$ cat src/design/rv32i_dec_pkg.sv
package rv32i_dec_pkg;

  // Major opcodes, bits 6:0 of the instruction
  localparam logic [6:0] OPC_LUI    = 7'h37;
  localparam logic [6:0] OPC_AUIPC  = 7'h17;
  localparam logic [6:0] OPC_JAL    = 7'h6F;
  localparam logic [6:0] OPC_JALR   = 7'h67;
  localparam logic [6:0] OPC_BRANCH = 7'h63;
  localparam logic [6:0] OPC_LOAD   = 7'h03;
  localparam logic [6:0] OPC_STORE  = 7'h23;
  localparam logic [6:0] OPC_OPIMM  = 7'h13;
  localparam logic [6:0] OPC_OP     = 7'h33;

  // funct7 values
  localparam logic [6:0] FUNCT7_BASE = 7'h00;
  localparam logic [6:0] FUNCT7_ALT  = 7'h20;

  // funct3 values
  localparam logic [2:0] F3_0 = 3'd0;
  localparam logic [2:0] F3_1 = 3'd1;
  localparam logic [2:0] F3_2 = 3'd2;
  localparam logic [2:0] F3_3 = 3'd3;
  localparam logic [2:0] F3_4 = 3'd4;
  localparam logic [2:0] F3_5 = 3'd5;
  localparam logic [2:0] F3_6 = 3'd6;
  localparam logic [2:0] F3_7 = 3'd7;

  localparam int unsigned OP_W  = 6;
  localparam int unsigned FMT_W = 3;
  localparam int unsigned REG_W = 5;
  localparam int unsigned XLEN  = 32;

  typedef enum logic [OP_W-1:0] {
    OP_INVALID = 6'd0,
    OP_LUI     = 6'd1,
    OP_AUIPC   = 6'd2,
    OP_JAL     = 6'd3,
    OP_JALR    = 6'd4,
    OP_BEQ     = 6'd5,
    OP_BNE     = 6'd6,
    OP_BLT     = 6'd7,
    OP_BGE     = 6'd8,
    OP_BLTU    = 6'd9,
    OP_BGEU    = 6'd10,
    OP_LB      = 6'd11,
    OP_LH      = 6'd12,
    OP_LW      = 6'd13,
    OP_LBU     = 6'd14,
    OP_LHU     = 6'd15,
    OP_SB      = 6'd16,
    OP_SH      = 6'd17,
    OP_SW      = 6'd18,
    OP_ADDI    = 6'd19,
    OP_SLTI    = 6'd20,
    OP_SLTIU   = 6'd21,
    OP_XORI    = 6'd22,
    OP_ORI     = 6'd23,
    OP_ANDI    = 6'd24,
    OP_SLLI    = 6'd25,
    OP_SRLI    = 6'd26,
    OP_SRAI    = 6'd27,
    OP_ADD     = 6'd28,
    OP_SUB     = 6'd29,
    OP_SLL     = 6'd30,
    OP_SLT     = 6'd31,
    OP_SLTU    = 6'd32,
    OP_XOR     = 6'd33,
    OP_SRL     = 6'd34,
    OP_SRA     = 6'd35,
    OP_OR      = 6'd36,
    OP_AND     = 6'd37
  } op_e;

  typedef enum logic [FMT_W-1:0] {
    FMT_NONE = 3'd0,
    FMT_R    = 3'd1,
    FMT_I    = 3'd2,
    FMT_S    = 3'd3,
    FMT_B    = 3'd4,
    FMT_U    = 3'd5,
    FMT_J    = 3'd6
  } fmt_e;

  // Decoded word
  typedef struct packed {
    op_e                     operation;
    fmt_e                    format;
    logic [REG_W-1:0]        dest_reg;
    logic [REG_W-1:0]        src1_reg;
    logic [REG_W-1:0]        src2_reg;
    logic signed [XLEN-1:0]  immediate;
    logic                    reads_src1;
    logic                    reads_src2;
    logic                    writes_dest;
  } dec_t;

endpackage

$ cat src/design/rv32i_dec_in_if.sv
interface rv32i_dec_in_if;
  logic        valid;
  logic        ready;
  logic [31:0] instruction_word;

  modport source (output valid, output instruction_word, input ready);
  modport sink   (input valid, input instruction_word, output ready);
endinterface

$ cat src/design/rv32i_dec_out_if.sv
interface rv32i_dec_out_if;
  logic               valid;
  logic               ready;
  logic [5:0]         operation;
  logic [2:0]         format;
  logic [4:0]         dest_reg;
  logic [4:0]         src1_reg;
  logic [4:0]         src2_reg;
  logic signed [31:0] immediate;
  logic               reads_src1;
  logic               reads_src2;
  logic               writes_dest;

  modport source (
    output valid, output operation, output format, output dest_reg,
    output src1_reg, output src2_reg, output immediate,
    output reads_src1, output reads_src2, output writes_dest,
    input  ready
  );
  modport sink (
    input  valid, input operation, input format, input dest_reg,
    input  src1_reg, input src2_reg, input immediate,
    input  reads_src1, input reads_src2, input writes_dest,
    output ready
  );
endinterface

$ cat src/design/rv32i_dec_core.sv
module rv32i_dec_core (
  input  logic [rv32i_dec_pkg::XLEN-1:0] word_i,
  output rv32i_dec_pkg::dec_t            dec_o
);
  import rv32i_dec_pkg::*;

  logic [6:0]      opcode;
  logic [2:0]      f3;
  logic [6:0]      f7;
  logic [XLEN-1:0] imm_i, imm_s, imm_b, imm_u, imm_j, imm_sh;
  op_e             op;
  fmt_e            fmt;
  logic [XLEN-1:0] imm;
  logic            use_rs1, use_rs2, use_rd;

  assign opcode = word_i[6:0];
  assign f3     = word_i[14:12];
  assign f7     = word_i[31:25];

  // Immediate forms
  assign imm_i  = {{20{word_i[31]}}, word_i[31:20]};
  assign imm_s  = {{20{word_i[31]}}, word_i[31:25], word_i[11:7]};
  assign imm_b  = {{19{word_i[31]}}, word_i[31], word_i[7], word_i[30:25],
                   word_i[11:8], 1'b0};
  assign imm_u  = {word_i[31:12], 12'b0};
  assign imm_j  = {{11{word_i[31]}}, word_i[31], word_i[19:12], word_i[20],
                   word_i[30:21], 1'b0};
  assign imm_sh = {27'b0, word_i[24:20]};

  // Operation, format and register usage
  always_comb begin
    op      = OP_INVALID;
    fmt     = FMT_NONE;
    imm     = '0;
    use_rs1 = 1'b0;
    use_rs2 = 1'b0;
    use_rd  = 1'b0;
    unique case (opcode)
      OPC_LUI, OPC_AUIPC: begin
        op     = (opcode == OPC_LUI) ? OP_LUI : OP_AUIPC;
        fmt    = FMT_U;
        imm    = imm_u;
        use_rd = 1'b1;
      end
      OPC_JAL: begin
        op     = OP_JAL;
        fmt    = FMT_J;
        imm    = imm_j;
        use_rd = 1'b1;
      end
      OPC_JALR: begin
        op      = (f3 == F3_0) ? OP_JALR : OP_INVALID;
        fmt     = FMT_I;
        imm     = imm_i;
        use_rd  = 1'b1;
        use_rs1 = 1'b1;
      end
      OPC_BRANCH: begin
        unique case (f3)
          F3_0:    op = OP_BEQ;
          F3_1:    op = OP_BNE;
          F3_4:    op = OP_BLT;
          F3_5:    op = OP_BGE;
          F3_6:    op = OP_BLTU;
          F3_7:    op = OP_BGEU;
          default: op = OP_INVALID;
        endcase
        fmt     = FMT_B;
        imm     = imm_b;
        use_rs1 = 1'b1;
        use_rs2 = 1'b1;
      end
      OPC_LOAD: begin
        unique case (f3)
          F3_0:    op = OP_LB;
          F3_1:    op = OP_LH;
          F3_2:    op = OP_LW;
          F3_4:    op = OP_LBU;
          F3_5:    op = OP_LHU;
          default: op = OP_INVALID;
        endcase
        fmt     = FMT_I;
        imm     = imm_i;
        use_rd  = 1'b1;
        use_rs1 = 1'b1;
      end
      OPC_STORE: begin
        unique case (f3)
          F3_0:    op = OP_SB;
          F3_1:    op = OP_SH;
          F3_2:    op = OP_SW;
          default: op = OP_INVALID;
        endcase
        fmt     = FMT_S;
        imm     = imm_s;
        use_rs1 = 1'b1;
        use_rs2 = 1'b1;
      end
      OPC_OPIMM: begin
        imm = imm_i;
        unique case (f3)
          F3_0: op = OP_ADDI;
          F3_2: op = OP_SLTI;
          F3_3: op = OP_SLTIU;
          F3_4: op = OP_XORI;
          F3_6: op = OP_ORI;
          F3_7: op = OP_ANDI;
          F3_1: begin
            imm = imm_sh;
            op  = (f7 == FUNCT7_BASE) ? OP_SLLI : OP_INVALID;
          end
          default: begin
            // shift right: logical or arithmetic by funct7
            imm = imm_sh;
            if (f7 == FUNCT7_BASE) begin
              op = OP_SRLI;
            end else if (f7 == FUNCT7_ALT) begin
              op = OP_SRAI;
            end else begin
              op = OP_INVALID;
            end
          end
        endcase
        fmt     = FMT_I;
        use_rd  = 1'b1;
        use_rs1 = 1'b1;
      end
      OPC_OP: begin
        if (f7 == FUNCT7_BASE) begin
          unique case (f3)
            F3_0:    op = OP_ADD;
            F3_1:    op = OP_SLL;
            F3_2:    op = OP_SLT;
            F3_3:    op = OP_SLTU;
            F3_4:    op = OP_XOR;
            F3_5:    op = OP_SRL;
            F3_6:    op = OP_OR;
            default: op = OP_AND;
          endcase
        end else if (f7 == FUNCT7_ALT && f3 == F3_0) begin
          op = OP_SUB;
        end else if (f7 == FUNCT7_ALT && f3 == F3_5) begin
          op = OP_SRA;
        end else begin
          op = OP_INVALID;
        end
        fmt     = FMT_R;
        use_rd  = 1'b1;
        use_rs1 = 1'b1;
        use_rs2 = 1'b1;
      end
      default: begin
        op = OP_INVALID;
      end
    endcase
  end

  // Assemble the result; an invalid word clears every field
  always_comb begin
    dec_o = '0;
    if (op != OP_INVALID) begin
      dec_o.operation   = op;
      dec_o.format      = fmt;
      dec_o.immediate   = imm;
      dec_o.dest_reg    = use_rd  ? word_i[11:7]  : '0;
      dec_o.src1_reg    = use_rs1 ? word_i[19:15] : '0;
      dec_o.src2_reg    = use_rs2 ? word_i[24:20] : '0;
      dec_o.writes_dest = use_rd;
      dec_o.reads_src1  = use_rs1;
      dec_o.reads_src2  = use_rs2;
    end
  end

endmodule

$ cat src/design/rv32i_instruction_decoder_unit.sv
// RV32I instruction decoder.
// instr_i carries one 32-bit instruction word per handshake; dec_o returns
// one decoded word per instruction: operation, format, register indices,
// sign-extended immediate (shift amount for immediate shifts) and the
// register-use flags. Unknown or illegal encodings come out as operation
// invalid with every other field zero.
// Both channels complete a transfer when valid and ready are high at a
// rising clock edge.
// An accepted instruction passes the input register, the decode logic and
// the result register in that order before it is shown on dec_o. While
// dec_o.ready is high, throughput is one instruction per cycle, set by the
// two register stages, each loading whenever it is empty or being drained.
// When the receiver holds ready low the result register holds its word,
// the input register fills behind it, and instr_i.ready drops once both
// are occupied; no word is lost or repeated.
// Reset (rst_ni low, asynchronous) empties both stages.
module rv32i_instruction_decoder_unit (
  input logic              clk_i,
  input logic              rst_ni,
  rv32i_dec_in_if.sink     instr_i,
  rv32i_dec_out_if.source  dec_o
);
  import rv32i_dec_pkg::*;

  logic            in_valid_q;
  logic [XLEN-1:0] word_q;
  logic            out_valid_q;
  dec_t            res_q;
  dec_t            res_d;
  logic            out_ready;
  logic            in_ready;

  // Stage handshakes: a stage loads when empty or when drained this cycle
  assign out_ready     = !out_valid_q || dec_o.ready;
  assign in_ready      = !in_valid_q || out_ready;
  assign instr_i.ready = in_ready;

  // Valid bits
  always_ff @(posedge clk_i or negedge rst_ni) begin
    if (!rst_ni) begin
      in_valid_q  <= 1'b0;
      out_valid_q <= 1'b0;
    end else begin
      if (in_ready) begin
        in_valid_q <= instr_i.valid;
      end
      if (out_ready) begin
        out_valid_q <= in_valid_q;
      end
    end
  end

  // Input word register
  always_ff @(posedge clk_i) begin
    if (in_ready && instr_i.valid) begin
      word_q <= instr_i.instruction_word;
    end
  end

  // Decode logic
  rv32i_dec_core u_core (
    .word_i (word_q),
    .dec_o  (res_d)
  );

  // Result register
  always_ff @(posedge clk_i) begin
    if (out_ready && in_valid_q) begin
      res_q <= res_d;
    end
  end

  assign dec_o.valid       = out_valid_q;
  assign dec_o.operation   = res_q.operation;
  assign dec_o.format      = res_q.format;
  assign dec_o.dest_reg    = res_q.dest_reg;
  assign dec_o.src1_reg    = res_q.src1_reg;
  assign dec_o.src2_reg    = res_q.src2_reg;
  assign dec_o.immediate   = res_q.immediate;
  assign dec_o.reads_src1  = res_q.reads_src1;
  assign dec_o.reads_src2  = res_q.reads_src2;
  assign dec_o.writes_dest = res_q.writes_dest;

endmodule
$ cat src/flat_wrapper.sv
// flat-port wrapper written by rule: the top's interface ports become plain ports
module rv32i_instruction_decoder_unit_flat import rv32i_dec_pkg::*;
  (clk_i, rst_ni, instr_i_valid, instr_i_instruction_word, instr_i_ready, dec_o_valid, dec_o_operation, dec_o_format, dec_o_dest_reg, dec_o_src1_reg, dec_o_src2_reg, dec_o_immediate, dec_o_reads_src1, dec_o_reads_src2, dec_o_writes_dest, dec_o_ready);
  rv32i_dec_in_if instr_i_i ();
  rv32i_dec_out_if dec_o_i ();
  input logic clk_i;
  input logic rst_ni;
  input wire logic [$bits(instr_i_i.valid)-1:0] instr_i_valid;
  input wire logic [$bits(instr_i_i.instruction_word)-1:0] instr_i_instruction_word;
  output wire logic [$bits(instr_i_i.ready)-1:0] instr_i_ready;
  output wire logic [$bits(dec_o_i.valid)-1:0] dec_o_valid;
  output wire logic [$bits(dec_o_i.operation)-1:0] dec_o_operation;
  output wire logic [$bits(dec_o_i.format)-1:0] dec_o_format;
  output wire logic [$bits(dec_o_i.dest_reg)-1:0] dec_o_dest_reg;
  output wire logic [$bits(dec_o_i.src1_reg)-1:0] dec_o_src1_reg;
  output wire logic [$bits(dec_o_i.src2_reg)-1:0] dec_o_src2_reg;
  output wire logic [$bits(dec_o_i.immediate)-1:0] dec_o_immediate;
  output wire logic [$bits(dec_o_i.reads_src1)-1:0] dec_o_reads_src1;
  output wire logic [$bits(dec_o_i.reads_src2)-1:0] dec_o_reads_src2;
  output wire logic [$bits(dec_o_i.writes_dest)-1:0] dec_o_writes_dest;
  input wire logic [$bits(dec_o_i.ready)-1:0] dec_o_ready;
  assign instr_i_i.valid = instr_i_valid;
  assign instr_i_i.instruction_word = instr_i_instruction_word;
  assign instr_i_ready = instr_i_i.ready;
  assign dec_o_valid = dec_o_i.valid;
  assign dec_o_operation = dec_o_i.operation;
  assign dec_o_format = dec_o_i.format;
  assign dec_o_dest_reg = dec_o_i.dest_reg;
  assign dec_o_src1_reg = dec_o_i.src1_reg;
  assign dec_o_src2_reg = dec_o_i.src2_reg;
  assign dec_o_immediate = dec_o_i.immediate;
  assign dec_o_reads_src1 = dec_o_i.reads_src1;
  assign dec_o_reads_src2 = dec_o_i.reads_src2;
  assign dec_o_writes_dest = dec_o_i.writes_dest;
  assign dec_o_i.ready = dec_o_ready;
  rv32i_instruction_decoder_unit u_core (.clk_i(clk_i), .rst_ni(rst_ni), .instr_i(instr_i_i), .dec_o(dec_o_i));
endmodule
$ cat config.mk
export PLATFORM = sky130hd
export DESIGN_NAME = rv32i_instruction_decoder_unit_flat
export DESIGN_NICKNAME = d
export VERILOG_FILES = /design/src/design/rv32i_dec_pkg.sv /design/src/design/rv32i_dec_in_if.sv /design/src/design/rv32i_dec_out_if.sv /design/src/design/rv32i_dec_core.sv /design/src/design/rv32i_instruction_decoder_unit.sv /design/src/flat_wrapper.sv
export SDC_FILE = /design/constraint.sdc
export NUM_CORES = 1
export LEC_CHECK = 0
export ABC_AREA = 1
export ABC_CLOCK_PERIOD_IN_PS = 3480
export BUFFER_PORTS_ARGS = -buffer_cell sky130_fd_sc_hd__clkbuf_2
export CAP_MARGIN = 20
export CORE_MARGIN = 4
export CORE_UTILIZATION = 25
export CTS_CLUSTER_SIZE = 8
export DETAILED_ROUTE_END_ITERATION = 10
export GPL_ROUTABILITY_DRIVEN = 0
export HOLD_SLACK_MARGIN = 0.12
export PLACE_DENSITY_LB_ADDON = 0.3
export SLEW_MARGIN = 40
export SYNTH_ARGS = -nofsm -noshare
export SYNTH_HDL_FRONTEND = slang
export SYNTH_SLANG_ARGS = --single-unit
export TNS_END_PERCENT = 5
$ cat constraint.sdc
create_clock -name clk_i -period 3.48 [get_ports clk_i]
set_input_delay 0.696 -clock clk_i [delete_from_list [all_inputs] [get_ports clk_i]]
set_output_delay 0.696 -clock clk_i [all_outputs]
set_load 0.03 [all_outputs]
==> metrics, run 1 <==
outcome finished, final reports clean; I/O pins 97; Area after DPL 0.00492 mm^2; FP Rows 47; number of remaining DRC errors 0; Setup-failing EPs final 0; number of synthesized flops with an enable pin 91; CP max FO 35; P_sw 0.735 mW; first-pass GRT wire length 15900 um; Period minus WS final 2.40 ns; PortBufs 96; dpl cells 698; Synth area leader edfxtp_1; Clock Latency Late Sink 0.34 ns; DP Worst Slack 1.06 ns; Worst VDD drop 260 uV; Tightest Pin Transition 0.745 ns; Avg Vias per Cell 4.20; WL/cell 14.3 um; ys async rst share 0.0215; flop2flop setup slack 1.08 ns; Crit Path Class flip-flop to flip-flop; Clock transition at path regs 0.06 ns; Final Non-Filler Cells 714; Pleak 2.25 nW; full die area 0.0190 mm^2; initial antenna violation count 0; share of cells above drive strength 1 0.324; reg2reg start u_core.word_q[31]; #FFs+latches synth 93; Slew HR 0.503; Synth Area in Adders 0; hpwl dp 7820 um; mux contribution to synthesized area 0; post-route setup slack 1.08 ns; fin nets 526; WL final 10200 um; Max-cap violations 0; clock share of power 0.366; PwrDens 533 mW/mm^2; post-synthesis simple-gate area fraction 0.219; Worst R2R End u_core.dec_o.immediate[0]; clock root buffer clkbuf_16; syn_nets 425; crit path capture type flip-flop; main combinational cell family by area after synthesis simple AND/OR/NAND/NOR gates; Worst EP arrival 2.47 ns; die width 138 um; Hold WS 0.521 ns; Starting Density 0.255; Crit. Startpoint u_core.word_q[31]; Antenna Cells 0; layout overhead on the synthesized area 24.4%; design area 0.00524 mm^2; clock sinks 93; max frequency 0.417 GHz; clock skew 0.00592 ns; crit path to u_core.dec_o.immediate[0]; prevailing post-synth register cell edfxtp_1; Data required, critical path 3.56 ns; power share of the sequential group 0.502; Final period util 0.689; H-tree lvl count 3; Synth Warn # 0; sequential element share of the synthesized area 0.661; post-synthesis compound-gate area fraction 0.0585; Gate power share 0.132; DR vias 2998; Tot Pwr 2.79 mW; final hold vios 0; grt total ovfl 0; worst hold path type flip-flop to flip-flop; switching portion of total power 0.263; Synth Area per Inst 10.8 um^2; Die Y 138 um; final core occ 0.317; ANT nets after route 0; post-synthesis cell count 389; vias in the first global route 3072; RSZ-0062 raised after global routing false; CTS Buffer Depth 2; gr usage total 0.111; cells on worst reg2reg path 10; Iter 0 DRT Violations 189; drt first pass iters 4; cts bufs inserted 9; P_int 2.06 mW; max-slew violations 0; xor and xnor area share after synthesis 0; core area 0.0165 mm^2; largest net degree at the start of global routing 60; Yosys cell types 31; startpoint types flip-flop; largest cells by area after synthesis edfxtp_1, nor2_1, nand2_1, inv_1, a22oi_1; Cell Area, Synth 0.00421 mm^2; total negative slack 0 ns; share of the synthesized area in the top cell type 0.649; CTS tree built
==> layout by cell type (no fill, tap or decap), drive strengths merged <==
cell | Yosys | layout
o21ai | 4 | 4
a22oi | 16 | 16
a21oi | 14 | 14
nand3 | 19 | 19
nand4 | 3 | 3
nor3 | 3 | 3
o22ai | 1 | 1
clkbuf | 2 | 107
edfxtp | 91 | 91
buf | 7 | 2
a211oi | 1 | 1
dfrtp | 2 | 2
nand3b | 1 | 1
clkinv | 0 | 2
nand2 | 80 | 80
nor2 | 94 | 94
o31ai | 1 | 1
inv | 50 | 50
bufinv | 0 | 2
dlygate4sd3 | 0 | 1
==> power by group through the flow <==
| stage | clock network (mW) | registers [mW] | logic (mW) |
|---|---|---|---|
| after floorplan | 0 | 1.54 | 0.133 |
| after global placement | 0 | 1.43 | 0.371 |
| after detailed placement | 0 | 1.43 | 0.375 |
| after CTS | 1.05 | 1.40 | 0.377 |
| after global routing | 1.11 | 1.41 | 0.402 |
| final | 1.02 | 1.40 | 0.369 |
==> kinds of logic after synthesis <==
logic type,count (synthesis)
flip-flops,93
AND/OR/NAND/NOR,200
buffers and inverters,59
AO/OA/AOI/OAI,37
==> repair_timing <==
item,CTS,global route
setup buffers,0,0
endpoints found under the hold margin,2,0
gates resized for setup,0,0
hold buffers,1,0
==> layout make-up <==
type | count | area [um^2]
fillers | 1750 | 11300
flip-flops and latches | 93 | 2780
multi-input cells | 237 | 1180
repair buffers | 99 | 505
well taps | 220 | 275
clock buffers | 11 | 233
inverters | 50 | 190
clock inverters | 4 | 73.8
==> worst min path at each step <==
stage	cells past startpoint	from	end	slack (ns)
final	2	u_core.in_valid_q	u_core.dec_o.valid	0.52
after global routing	1	instr_i_instruction_word[10]	u_core.word_q[10]	0.51
after detailed placement	1	rst_ni	u_core.in_valid_q	0.49
after CTS	1	instr_i_instruction_word[1]	u_core.word_q[1]	0.51
after global placement	1	rst_ni	u_core.in_valid_q	0.49
after floorplan	0	rst_ni	u_core.dec_o.valid	0.40
==> worst max-delay path: stages, from the launching register on <==
cell,delay [ns]
edfxtp_1,0.60
nor2_2,0.22
nand2_2,0.10
nor2_8,0.17
a21oi_2,0.09
nand2_1,0.11
nand3b_4,0.09
nor2_2,0.16
nand3_2,0.14
inv_4,0.34
nor2_1,0.11
==> cells in the mapped netlist, types with 2 or more instances <==
| master | count |
|---|---|
| dfrtp_1 | 2 |
| nand3_1 | 16 |
| a21oi_2 | 3 |
| nor2_2 | 16 |
| inv_2 | 10 |
| buf_6 | 2 |
| nor2_1 | 74 |
| nand4_1 | 3 |
| o21ai_0 | 2 |
| nand2_1 | 72 |
| a21oi_1 | 11 |
| buf_4 | 3 |
| clkbuf_1 | 2 |
| nand3_2 | 3 |
| nor3_1 | 2 |
| inv_1 | 39 |
| nor2_4 | 3 |
| a22oi_1 | 16 |
| nand2_2 | 8 |
| edfxtp_1 | 91 |
==> per-layer routing <==
metal	GRT usage	share of wire	vias to the layer above
met2	0.174	0.46	97
met1	0.148	0.46	1388
met5	0	0	-
met4	0.0362	0.014	0
li1	-	-	1500
met3	0.0307	0.065	13
Note: power is estimated with default switching activity, not from simulation.
==> inputs of run 2 (changes only) <==
- ABC_CLOCK_PERIOD_IN_PS: 3480 -> 2350
- clock period: 3.48 -> 2.35 ns (I/O delays scaled with it)
==> run 2 against run 1 <==
Cell area increased by 2.0%. Critical path type unchanged. Worst hold slack got worse by 0.23 ns. Routed wire length increased by 2.1%.
==> metrics, run 2 (synthesized netlist as in run 1, its figures left out) <==
I/O pins 97 (unchanged); Die Y 138 um (unchanged); Iter 0 DRT Violations 189 (unchanged); footprint of the multi-input gates 0.00118 mm^2 (unchanged); layout overhead on the synthesized area 26.8% (was 24.4%); full die area 0.0190 mm^2 (unchanged); max frequency 0.458 GHz (was 0.417 GHz); CTS tree built (unchanged); sequential cell area 0.00278 mm^2 (unchanged); total negative slack 0 ns (unchanged); outcome finished, final reports clean (unchanged); Worst EP arrival 2.27 ns (was 2.47 ns); DR vias 3081 (was 2998); Pleak 2.30 nW (was 2.25 nW); largest net degree at the start of global routing 60 (unchanged); gr usage total 0.111 (about the same); Clock Latency Late Sink 0.35 ns (was 0.34 ns); hpwl dp 7840 um (was 7820 um); Starting Density 0.255 (unchanged); H-tree lvl count 3 (unchanged); Max-cap violations 0 (unchanged); Slew HR 0.699 (was 0.503); PortBufs 96 (unchanged); Tightest Pin Transition 0.451 ns (was 0.745 ns); clock sinks 93 (unchanged); initial antenna violation count 0 (unchanged); max-slew violations 0 (unchanged); number of remaining DRC errors 0 (unchanged); ANT nets after route 0 (unchanged); Area after DPL 0.00498 mm^2 (was 0.00492 mm^2); CTS Buffer Depth 2 (unchanged); clock skew 0.00947 ns (was 0.00592 ns); PwrDens 771 mW/mm^2 (was 533 mW/mm^2); die width 138 um (unchanged); clock root buffer clkbuf_16 (unchanged); final hold vios 0 (unchanged); RSZ-0062 raised after global routing false (unchanged); startpoint types flip-flop (unchanged); Avg Vias per Cell 4.24 (was 4.20); Period minus WS final 2.18 ns (was 2.40 ns); FP Rows 47 (unchanged); WL final 10400 um (was 10200 um); vias in the first global route 3103 (was 3072); Clock transition at path regs 0.07 ns (was 0.06 ns); grt total ovfl 0 (unchanged); CP max FO 26 (was 35); Data required, critical path 2.44 ns (was 3.56 ns); crit path capture type flip-flop (unchanged); design area 0.00534 mm^2 (was 0.00524 mm^2); Antenna Cells 0 (unchanged); Fill cells 1705 (was 1750); core area 0.0165 mm^2 (unchanged); cts bufs inserted 9 (unchanged); worst hold path type input pin to flip-flop (was flip-flop to flip-flop); Final period util 0.929 (was 0.689); most common cell after layout, fill and taps aside clkbuf_2 (unchanged); Crit Path Class flip-flop to flip-flop (unchanged); fin nets 537 (was 526); WL/cell 14.3 um (about the same); Final Non-Filler Cells 726 (was 714); drt first pass iters 4 (unchanged); commonest cells after routing, fill and taps aside clkbuf_2, edfxtp_1, nor2_1 (unchanged); share of cells above drive strength 1 0.344 (was 0.324); dpl cells 702 (was 698); Setup-failing EPs final 0 (unchanged); Worst VDD drop 425 uV (was 260 uV); first-pass GRT wire length 15700 um (was 15900 um)
run 2: changes by cell type in the layout (fill, tap and decap cells not counted):
cell / previous run / this run
buf_4: 2 / 11
buf_12: 0 / 2
inv_6: 0 / 3
clkinv_2: 1 / 0
clkinv_4: 1 / 0
bufinv_16: 2 / 1
clkinvlp_4: 0 / 3
clkbuf_1: 2 / 0
run 2: stage by stage:
stage | setup slack [ns] | total power, mW | utilization | hold WS (ns)
detailed placement | 0.121 | 2.68 | 0.301 | 0.260
CTS | 0.110 | 4.17 | 0.320 | 0.278
global placement | 0.202 | 2.68 | 0.301 | 0.258
finish | 0.167 | 4.12 | 0.323 | 0.295
global route | 0.00535 | 4.31 | 0.323 | 0.267
floorplan | 0.304 | 2.48 | - | 0.174
run 2: power by group:
| part | leakage [nW] | switching [mW] | internal, mW |
|---|---|---|---|
| logic | 1.25 | 0.433 | 0.153 |
| clock network | 0.139 | 0.638 | 0.835 |
| registers | 0.913 | 0.0727 | 1.99 |
| total | 2.30 | 1.14 | 2.98 |
run 2: what timing repair did:
action	in CTS	in global routing
buffers inserted	0	7
endpoints found under the setup margin	0	47
hold buffers	1	0
hold endpoints to repair	2	0
resized for setup	0	0
run 2: routing by layer:
layer | global-route usage | vias to the layer above | part of all wire
met2 | 0.175 | 97 | 0.47
met5 | 0 | - | 0
li1 | - | 1519 | -
met4 | 0.0406 | 0 | 0.016
met3 | 0.0383 | 16 | 0.071
met1 | 0.141 | 1449 | 0.44
run 2: path summary, 6_finish.rpt:
kind	startpoint	end	slack, ns	cells after the start
max	u_core.word_q[12]	u_core.dec_o.immediate[29]	0.17	11
min	instr_i_instruction_word[12]	u_core.word_q[12]	0.30	1
max reg2reg	u_core.word_q[12]	u_core.dec_o.immediate[29]	0.17	11
min reg2reg	u_core.in_valid_q	u_core.dec_o.valid	0.51	2
max in group asynchronous	rst_ni	u_core.dec_o.valid	1.82	2
min in group asynchronous	rst_ni	u_core.in_valid_q	0.43	2
run 2: critical path, cell delays in order (launching register included):
cell	delay, ns
edfxtp_1	0.56
inv_2	0.10
o21ai_2	0.29
inv_2	0.05
nand2_1	0.06
nand2_1	0.07
nand3b_4	0.16
nor2_2	0.16
nand3_2	0.13
inv_4	0.09
buf_12	0.16
nor2_1	0.07
run 2: final cells by class:
cell class	count	share of cell area
repair buffers	110	0.115
well taps	220	0.0515
flip-flops and latches	93	0.521
inverters	50	0.0356
multi-input cells	237	0.221
clock inverters	7	0.0148
clock buffers	9	0.0421
